<file path="src/rtl/ham8_pkg.sv">
// ----------------------------------------------------------------------------
// ham8_pkg
// types, control codes and scoring helpers shared by the hold-and-modify encoder
// ----------------------------------------------------------------------------
package ham8_pkg;

    localparam int CHAN_W  = 8;
    localparam int INDEX_W = 6;
    localparam int SCORE_W = 14;
    localparam int CODE_W  = 8;

    typedef enum logic [1:0] {
        CTL_PALETTE = 2'd0,
        CTL_BLUE    = 2'd1,
        CTL_RED     = 2'd2,
        CTL_GREEN   = 2'd3
    } ctl_t;

    typedef struct packed {
        logic [CHAN_W-1:0] red;
        logic [CHAN_W-1:0] green;
        logic [CHAN_W-1:0] blue;
    } rgb_t;

    typedef struct packed {
        rgb_t               color;
        logic               line_start;
        logic               grey_valid;
        logic [INDEX_W-1:0] grey_index;
    } pixel_t;

    typedef struct packed {
        rgb_t              held;
        logic [CODE_W-1:0] pixel_code;
    } encode_t;

    function automatic logic [CHAN_W-1:0] absdiff(input logic [CHAN_W-1:0] a,
                                                  input logic [CHAN_W-1:0] b);
        absdiff = (a >= b) ? (a - b) : (b - a);
    endfunction

    function automatic logic [SCORE_W-1:0] score(input rgb_t h, input rgb_t p);
        logic [SCORE_W-1:0] dr;
        logic [SCORE_W-1:0] dg;
        logic [SCORE_W-1:0] db;
        dr = SCORE_W'(absdiff(h.red, p.red));
        dg = SCORE_W'(absdiff(h.green, p.green));
        db = SCORE_W'(absdiff(h.blue, p.blue));
        score = dr * SCORE_W'(9) + dg * SCORE_W'(36) + db;
    endfunction

endpackage

</file>
<file path="src/rtl/ham8_pixel_encoder_unit.sv">
// an accepted pixel waits in the input register; its code is registered in the output register once that is free
// throughput: one pixel per cycle while m_tready is high, set by the held-colour loop in ham8_core
// an input register and an output register, s_tready follows m_tready in the same cycle
// reset: rst_n asynchronous active low, clears held colour and all valid flags
// ----------------------------------------------------------------------------
// ham8_pixel_encoder_unit
// hold-and-modify pixel encoder with stream input and output
// ----------------------------------------------------------------------------
module ham8_pixel_encoder_unit
    import ham8_pkg::*;
(
    input  logic        clk,
    input  logic        rst_n,
    input  logic        s_tvalid,
    output logic        s_tready,
    input  logic [31:0] s_tdata,   // red, green, blue, grey_index, zero pad
    input  logic [1:0]  s_tuser,   // line_start, grey_valid
    output logic        m_tvalid,
    input  logic        m_tready,
    output logic [7:0]  m_tdata    // pixel_code
);

    logic              in_vld_reg;
    pixel_t            pix_reg;
    rgb_t              held_reg;
    logic              out_vld_reg;
    logic [CODE_W-1:0] code_reg;
    logic              fire;
    logic              take;
    encode_t           enc;

    assign fire     = in_vld_reg && (!out_vld_reg || m_tready);
    assign s_tready = !in_vld_reg || fire;
    assign take     = s_tvalid && s_tready;
    assign m_tvalid = out_vld_reg;
    assign m_tdata  = code_reg;

    ham8_core u_core
    (
        .held   (held_reg),
        .pix    (pix_reg),
        .result (enc)
    );

    always_ff @(posedge clk or negedge rst_n)
    begin
        if (!rst_n)
        begin
            in_vld_reg  <= 1'b0;
            out_vld_reg <= 1'b0;
            held_reg    <= '0;
        end
        else
        begin
            if (take)
                in_vld_reg <= 1'b1;
            else if (fire)
                in_vld_reg <= 1'b0;
            if (fire)
            begin
                out_vld_reg <= 1'b1;
                held_reg    <= enc.held;
            end
            else if (m_tready)
                out_vld_reg <= 1'b0;
        end
    end

    always_ff @(posedge clk)
    begin
        if (take)
        begin
            pix_reg.color.red   <= s_tdata[7:0];
            pix_reg.color.green <= s_tdata[15:8];
            pix_reg.color.blue  <= s_tdata[23:16];
            pix_reg.grey_index  <= s_tdata[29:24];
            pix_reg.line_start  <= s_tuser[0];
            pix_reg.grey_valid  <= s_tuser[1];
        end
        if (fire)
            code_reg <= enc.pixel_code;
    end

`ifndef SYNTH
    a_fire_gives_output: assert property (@(posedge clk) disable iff (!rst_n)
        fire |=> m_tvalid)
        else $error("encoded pixel not presented");

    a_empty_takes: assert property (@(posedge clk) disable iff (!rst_n)
        !in_vld_reg |-> s_tready)
        else $error("empty input stage refuses a request");

    a_held_stable: assert property (@(posedge clk) disable iff (!rst_n)
        !fire |=> $stable(held_reg))
        else $error("held colour changed without an encode");

    a_palette_grey: assert property (@(posedge clk) disable iff (!rst_n)
        (fire && enc.pixel_code[CODE_W-1 -: 2] == CTL_PALETTE) |=>
            (held_reg.red == held_reg.green && held_reg.green == held_reg.blue))
        else $error("palette code left held colour non-grey");
`endif

endmodule

</file>
<file path="src/rtl/ham8_core.sv">
// ----------------------------------------------------------------------------
// ham8_core
// one-pixel encode: channel pick by weighted difference, then grey check
// ----------------------------------------------------------------------------
module ham8_core
    import ham8_pkg::*;
(
    input  rgb_t    held,
    input  pixel_t  pix,
    output encode_t result
);

    rgb_t                 base;
    rgb_t                 mod;
    rgb_t                 grey;
    logic [9:0]           wr;
    logic [10:0]          wg;
    logic [10:0]          wb;
    logic [INDEX_W-1:0]   mod_val;
    ctl_t                 mod_ctl;
    logic [CHAN_W-1:0]    level;
    logic [SCORE_W-1:0]   s_mod;
    logic [SCORE_W-1:0]   s_grey;

    always_comb
    begin
        base = pix.line_start ? '0 : held;
        wr = 10'(absdiff(base.red, pix.color.red)) * 10'd3;
        wg = 11'(absdiff(base.green, pix.color.green)) * 11'd6;
        wb = 11'(absdiff(base.blue, pix.color.blue));

        mod = base;
        if (wg >= 11'(wr) && wg >= wb)
        begin
            mod.green = pix.color.green;
            mod_ctl   = CTL_GREEN;
            mod_val   = pix.color.green[CHAN_W-1:2];
        end
        else if (11'(wr) >= wb)
        begin
            mod.red = pix.color.red;
            mod_ctl = CTL_RED;
            mod_val = pix.color.red[CHAN_W-1:2];
        end
        else
        begin
            mod.blue = pix.color.blue;
            mod_ctl  = CTL_BLUE;
            mod_val  = pix.color.blue[CHAN_W-1:2];
        end

        level  = {pix.grey_index, 2'b00};
        grey   = '{red: level, green: level, blue: level};
        s_mod  = score(mod, pix.color);
        s_grey = score(grey, pix.color);

        if (pix.grey_valid && s_mod >= s_grey)
        begin
            result.held       = grey;
            result.pixel_code = {CTL_PALETTE, pix.grey_index};
        end
        else
        begin
            result.held       = mod;
            result.pixel_code = {mod_ctl, mod_val};
        end
    end

endmodule
</file>
<file path="config.mk">
export PLATFORM = sky130hd
export DESIGN_NAME = ham8_pixel_encoder_unit
export DESIGN_NICKNAME = d
export VERILOG_FILES = /design/src/rtl/ham8_pkg.sv /design/src/rtl/ham8_pixel_encoder_unit.sv /design/src/rtl/ham8_core.sv
export SDC_FILE = /design/constraint.sdc
export NUM_CORES = 1
export LEC_CHECK = 0
export BUFFER_PORTS_ARGS = -buffer_cell sky130_fd_sc_hd__buf_2
export CAP_MARGIN = 20
export CORE_MARGIN = 4
export CORE_UTILIZATION = 55
export CTS_CLUSTER_DIAMETER = 100
export DETAILED_ROUTE_END_ITERATION = 12
export PLACE_DENSITY = 0.72
export SETUP_SLACK_MARGIN = 0.15
export SLEW_MARGIN = 20
export SYNTH_ARGS = -nofsm -noshare
export SYNTH_HDL_FRONTEND = slang
export SYNTH_SLANG_ARGS = --single-unit
</file>
<file path="constraint.sdc">
create_clock -name clk -period 19.39 [get_ports clk]
set_clock_uncertainty 0.05 [all_clocks]
set_input_delay 3.878 -clock clk [delete_from_list [all_inputs] [get_ports clk]]
set_output_delay 3.878 -clock clk [all_outputs]
set_load 0.1 [all_outputs]
</file>
==> flow_summary_export.csv, run 1 <==
group,metric,value,unit
clock_tree,clock_path_buffers,2,
global_route,grt_pass1_wl,51340,µm
floorplan,die_w,158.1,µm
clock_tree,cts-htree-levels,3,
clock_tree,cts_root_buf,"clkbuf_16",
clock_tree,numCtsBuffers,9,
yosys,async_reset_ff_frac,0.3939,
floorplan,die-area,0.02498,mm²
global_route,grt.total_usage,0.2594,
timing,drv_slew,0,
timing,max_slew.worst_pin.slew,1100,ps
finish,diodes,0,
yosys,yosysSeqAreaShare,0.1495,
yosys,synth_nets,1788,
clock_tree,clkTransAtPathRegs,60,ps
finish,multi_input_area,0.009607,mm²
finish,fillers,1981,
timing,finalSetupViolCount,0,
global_route,met1_usage,0.3503,
clock_tree,cts.repair.resized,0,
global_route,grt_pass1_vias,10140,
routing,vias,10560,
routing,wl,31860,µm
global_route,top_usage_layer,"met2",
floorplan,ios,48,
yosys,netlist_area,0.01238,mm²
clock_tree,cts.sinks,66,
floorplan,start_util,0.5640,
timing,grt_setup_unrepaired,"no",
floorplan,num_rows,54,
finish,seqCellArea,0.001852,mm²
global_route,antenna_found_initial,0,
global_route,met3_usage,0.03991,
place,place_congestion,0.9041,
global_route,grt_max_degree,35,
global_route,gr-total-overflow,0,
routing,firstDrtPassIters,6,
place,io_buffers,45,
run_status,status,"complete, no violations",
finish,fin_util,0.5989,
clock_tree,clock_latency,350,ps
min_path,hold_class,"flop to flop",
routing,routedWlPerCell,17.88,µm
routing,drc_errors,0,
yosys,synth_flop_cell,"edfxtp_1",
critical_path,slowest_delay,610,ps
yosys,syn_inst,1467,
yosys,syn_area_per_cell,8.442,µm²
routing,ant_nets,0,
floorplan,die-height,158.1,µm
timing,final-hold-violation-count,0,
place,dp_hpwl,26050,µm
finish,largest_register_ffs,32,
yosys,synth_cell_types,87,
clock_tree,cts_tree,"yes",
timing,finalSetupTns,0,ps
floorplan,core_area,0.02196,mm²
critical_path,path_class,"flop to flop",
critical_path,crit_path_max_fanout,34,
timing,post-route-period-util,0.9060,
critical_path,crit_slowest_cell,"a211oi_1",
timing,max_freq,56.92,MHz
timing,post-route-min-period,17570,ps
finish,fin_nets,1818,
finish,drive_gt1_frac,0.07723,
run,maxCapViolCount,0,
finish,area_growth,6.193,%
timing,max_slew_margin,0.2670,
critical_path,required,19590,ps
finish,fin_area,0.01315,mm²
yosys,yosys_register_bits,66,
clock_tree,cts_hold_buffers,0,
routing,via_per_inst,5.927,
critical_path,startpoint_type,"flop",
critical_path,cp-end-kind,"flop",
global_route,grtUsageMet2,0.4353,
yosys,yosys_warnings,0,
yosys,synth_edf_count,40,
routing,drt_iter0_markers,633,
critical_path,arrival,17760,ps
place,dpl_cell_area,0.01286,mm²
clock_tree,postCtsSetupRepairBufs,0,
[cells in the final DEF, fill, tap and decap left out, types with 26 or more instances in the layout]
cell type,instances
fa_1,39
ha_1,244
edfxtp_1,40
a21oi_1,111
o21ai_0,89
nor2_1,68
nand2_1,93
xnor2_1,69
mux2i_1,39
buf_2,45
nand2b_1,34
a21o_1,52
inv_1,210
dfrtp_1,26
xor2_1,31
[cell type report]
type,instances,area share
clock buffer,12,0.01798
tap,280,0.02664
clock inverter,4,0.003330
multi-input combinational,1158,0.7305
timing repair buffer,51,0.02055
inverter,211,0.06022
sequential,66,0.1408
[critical path, delay by kind of cell, from the launching register on]
family | cells | cell delay, ps
flip-flops | 1 | 350
AO/OA/AOI/OAI | 35 | 9130
AND/OR/NAND/NOR | 12 | 1830
adder cells (fa/ha/maj) | 12 | 4310
buffers and inverters | 5 | 880
XOR/XNOR | 3 | 890
[synth_stat cells, drive strengths merged, types with 34 or more instances]
| master | instances | area [µm²] |
|---|---|---|
| inv | 210 | 788.3 |
| o21ai | 92 | 464.2 |
| xnor2 | 70 | 620.6 |
| nor2 | 69 | 261.5 |
| mux2i | 42 | 431.7 |
| edfxtp | 40 | 1201 |
| nand2 | 93 | 349.1 |
| a21o | 52 | 390.4 |
| ha | 244 | 3053 |
| nand2b | 34 | 212.7 |
| fa | 39 | 780.8 |
| a21oi | 116 | 595.6 |
[through the flow]
step                      cells  setup slack [ps]  hold WS, ps
after floorplan            1467              5001        391.5
after global placement     1766              2448        403.3
after detailed placement   1766              2365        413.2
after CTS                  1782              2234        424.4
after global routing       1782             690.5        440.5
final                      1782              1823        419.4
[final timing paths]
kind | startpoint | end | slack, ps | depth (start not counted)
setup / recovery | pix_reg[7]$_DFFE_PP_ | held_reg[6]$_DFFE_PN0P_ | 1820 | 67
hold / removal | held_reg[12]$_DFFE_PN0P_ | held_reg[12]$_DFFE_PN0P_ | 420 | 2
setup reg to reg | pix_reg[7]$_DFFE_PP_ | held_reg[6]$_DFFE_PN0P_ | 1820 | 67
hold reg to reg | held_reg[12]$_DFFE_PN0P_ | held_reg[12]$_DFFE_PN0P_ | 420 | 2
max in group asynchronous | rst_n | held_reg[13]$_DFFE_PN0P_ | 15310 | 1
min in group asynchronous | rst_n | held_reg[21]$_DFFE_PN0P_ | 3520 | 1
[layer usage]
metal | share of wire | wire length [µm] | vias to the layer above
li1 | - | - | 5196
met1 | 0.45 | 14220 | 4992
met2 | 0.47 | 14890 | 313
met3 | 0.063 | 2008 | 61
met4 | 0.024 | 749 | 0
met5 | 0 | 0 | -
[logic make-up after synthesis]
group | share of synthesized area
adders and majority gates | 0.3104
and+or+nand+nor | 0.1294
xor gates and xnor gates | 0.07204
buffers and inverters | 0.07607
muxes | 0.05819
DFF | 0.1495
AOI/OAI and AO/OA | 0.2044
Power of run 1 is left out: the tool's default activity adds up to more than one toggle a clock period on the data nets, which glitch-free logic cannot reach.
==> run 2: changes to the inputs <==
Settings changed: CORE_ASPECT_RATIO from default to 2.
==> run 2 against run 1 <==
  * Count of clock-buffer cells in the layout down 3
  * Sequential cell count did not move
  * Final area grew 0.15%
  * Largest cell class unchanged
  * Sequential share of layout area is essentially flat
  * Utilization is 0.45 points lower
  * Critical path depth is 2 higher
  * Routed wire length increased by 5.9%
  * Via count grew 0.71%
  * Non-clock buffer count is 2 higher
  * Die area rose by 0.58%
==> flow_summary_export.csv, run 2 (synthesis gave the netlist of run 1 again) <==
group,metric,value,unit
routing,wl,33730,µm
critical_path,cp-end-kind,"flop",
critical_path,r2r-start,"pix_reg[7]$_DFFE_PP_",
timing,grt_setup_unrepaired,"no",
routing,firstDrtPassIters,5,
finish,diodes,0,
timing,post-route-period-util,0.9123,
timing,post-route-min-period,17690,ps
clock_tree,cts_root_buf,"clkbuf_16",
clock_tree,cts.repair.resized,0,
critical_path,crit_path_max_fanout,36,
routing,drc_errors,0,
floorplan,die-height,220.2,µm
routing,drt_iter0_markers,616,
global_route,grt_pass1_wl,54460,µm
timing,finalSetupTns,0,ps
timing,final-hold-violation-count,0,
global_route,gr-total-overflow,0,
floorplan,ios,48,
timing,finalSetupViolCount,0,
clock_tree,cts_tree,"yes",
clock_tree,cts_hold_buffers,0,
clock_tree,cts-htree-levels,3,
floorplan,num_rows,77,
run_status,status,"complete, no violations",
global_route,grt_pass1_vias,10840,
global_route,grt.total_usage,0.2760,
routing,ant_nets,0,
global_route,grt_max_degree,37,
critical_path,startpoint,"pix_reg[7]$_DFFE_PP_",
min_path,hold_class,"flop to flop",
place,dpl_cell_area,0.01287,mm²
routing,routedWlPerCell,18.95,µm
critical_path,r2r_slack,1700,ps
place,pre_cts_ws,2041,ps
place,dp_hpwl,28190,µm
floorplan,die_w,114.1,µm
clock_tree,postCtsSetupRepairBufs,0,
timing,setup_slack,1700,ps
clock_tree,clkTransAtPathRegs,60,ps
floorplan,core_area,0.02216,mm²
clock_tree,clock_latency,360,ps
clock_tree,numCtsBuffers,9,
routing,via_per_inst,5.976,
critical_path,crit_path_frequent_cell,"o21ai_0",
finish,largest_register_ffs,32,
global_route,antenna_found_initial,0,
critical_path,required,19590,ps
timing,max_freq,56.53,MHz
critical_path,r2r-end,"held_reg[6]$_DFFE_PN0P_",
finish,area_growth,6.355,%
finish,drive_gt1_frac,0.08045,
critical_path,slowest_delay,670,ps
critical_path,reg2regPathDepth,69,
timing,drv_slew,0,
critical_path,arrival,17890,ps
critical_path,startpoint_type,"flop",
clock_tree,clock_path_buffers,2,
critical_path,path_class,"flop to flop",
clock_tree,cts.sinks,66,
finish,fin_area,0.01317,mm²
critical_path,crit_slowest_cell,"edfxtp_1",
finish,final_cell_mix,"244 x ha_1, 210 x inv_1, 112 x a21oi_1",
critical_path,crit_end,"held_reg[6]$_DFFE_PN0P_",
run,maxCapViolCount,0,
timing,max_slew_margin,0.3177,
finish,final_common_cell,"ha_1",
floorplan,die-area,0.02513,mm²
place,io_buffers,45,
place,place_congestion,0.9957,
floorplan,start_util,0.5589,
timing,max_slew.worst_pin.slew,1018,ps
finish,fin_nets,1820,
routing,vias,10640,
-- run 2: cell types whose count changed in the layout (fill, tap and decap cells not counted), sizes merged --
cell and delta:
buf +2, clkbuf -3, clkinv +1, inv +2
-- run 2: layer usage --
| metal | routed length, µm | global-route usage | vias up |
|---|---|---|---|
| li1 | - | - | 5196 |
| met1 | 11800 | 0.2763 | 5071 |
| met2 | 18310 | 0.5243 | 267 |
| met3 | 1049 | 0.02573 | 103 |
| met4 | 2565 | 0.1887 | 0 |
| met5 | 0 | 0 | - |
-- run 2: critical path: cells and delay by family, from the launching register on --
family	cells	cell delay [ps]
AND/OR/NAND/NOR	10	2200
multiplexers	1	260
XOR/XNOR	3	950
adder cells (fa/ha/maj)	11	3850
flip-flops	1	670
buffers and inverters	7	780
AO/OA/AOI/OAI	37	8760
-- run 2: final cells by class --
class                   instances  area (µm²)
multi-input cells            1158        9597
fillers                      2082        8987
repair buffers                 53       285.3
flip-flops and latches         66        1852
well taps                     276       345.3
clock inverters                 7       75.07
inverters                     211       792.0
clock buffers                   9       225.2
-- run 2: worst min path at each step --
stage / from / endpoint / slack [ps] / cells past startpoint
2_1_floorplan: held_reg[20]$_DFFE_PN0P_ / held_reg[20]$_DFFE_PN0P_ / 390 / 1
3_3_place_gp: held_reg[20]$_DFFE_PN0P_ / held_reg[20]$_DFFE_PN0P_ / 400 / 1
6_report: held_reg[23]$_DFFE_PN0P_ / held_reg[23]$_DFFE_PN0P_ / 420 / 2
3_5_place_dp: held_reg[23]$_DFFE_PN0P_ / held_reg[23]$_DFFE_PN0P_ / 410 / 2
4_1_cts: held_reg[23]$_DFFE_PN0P_ / held_reg[23]$_DFFE_PN0P_ / 430 / 2
5_1_grt: held_reg[20]$_DFFE_PN0P_ / held_reg[20]$_DFFE_PN0P_ / 450 / 1
-- run 2: metrics by stage --
step / util / std cells / hold WS, ps
2_1_floorplan: - / 1467 / 391.5
5_1_grt: 0.5944 / 1780 / 446.0
4_1_cts: 0.5944 / 1780 / 427.7
6_report: 0.5944 / 1780 / 424.5
3_3_place_gp: 0.5809 / 1764 / 403.7
3_5_place_dp: 0.5809 / 1764 / 414.7
Power of run 2 is left out for the same reason.
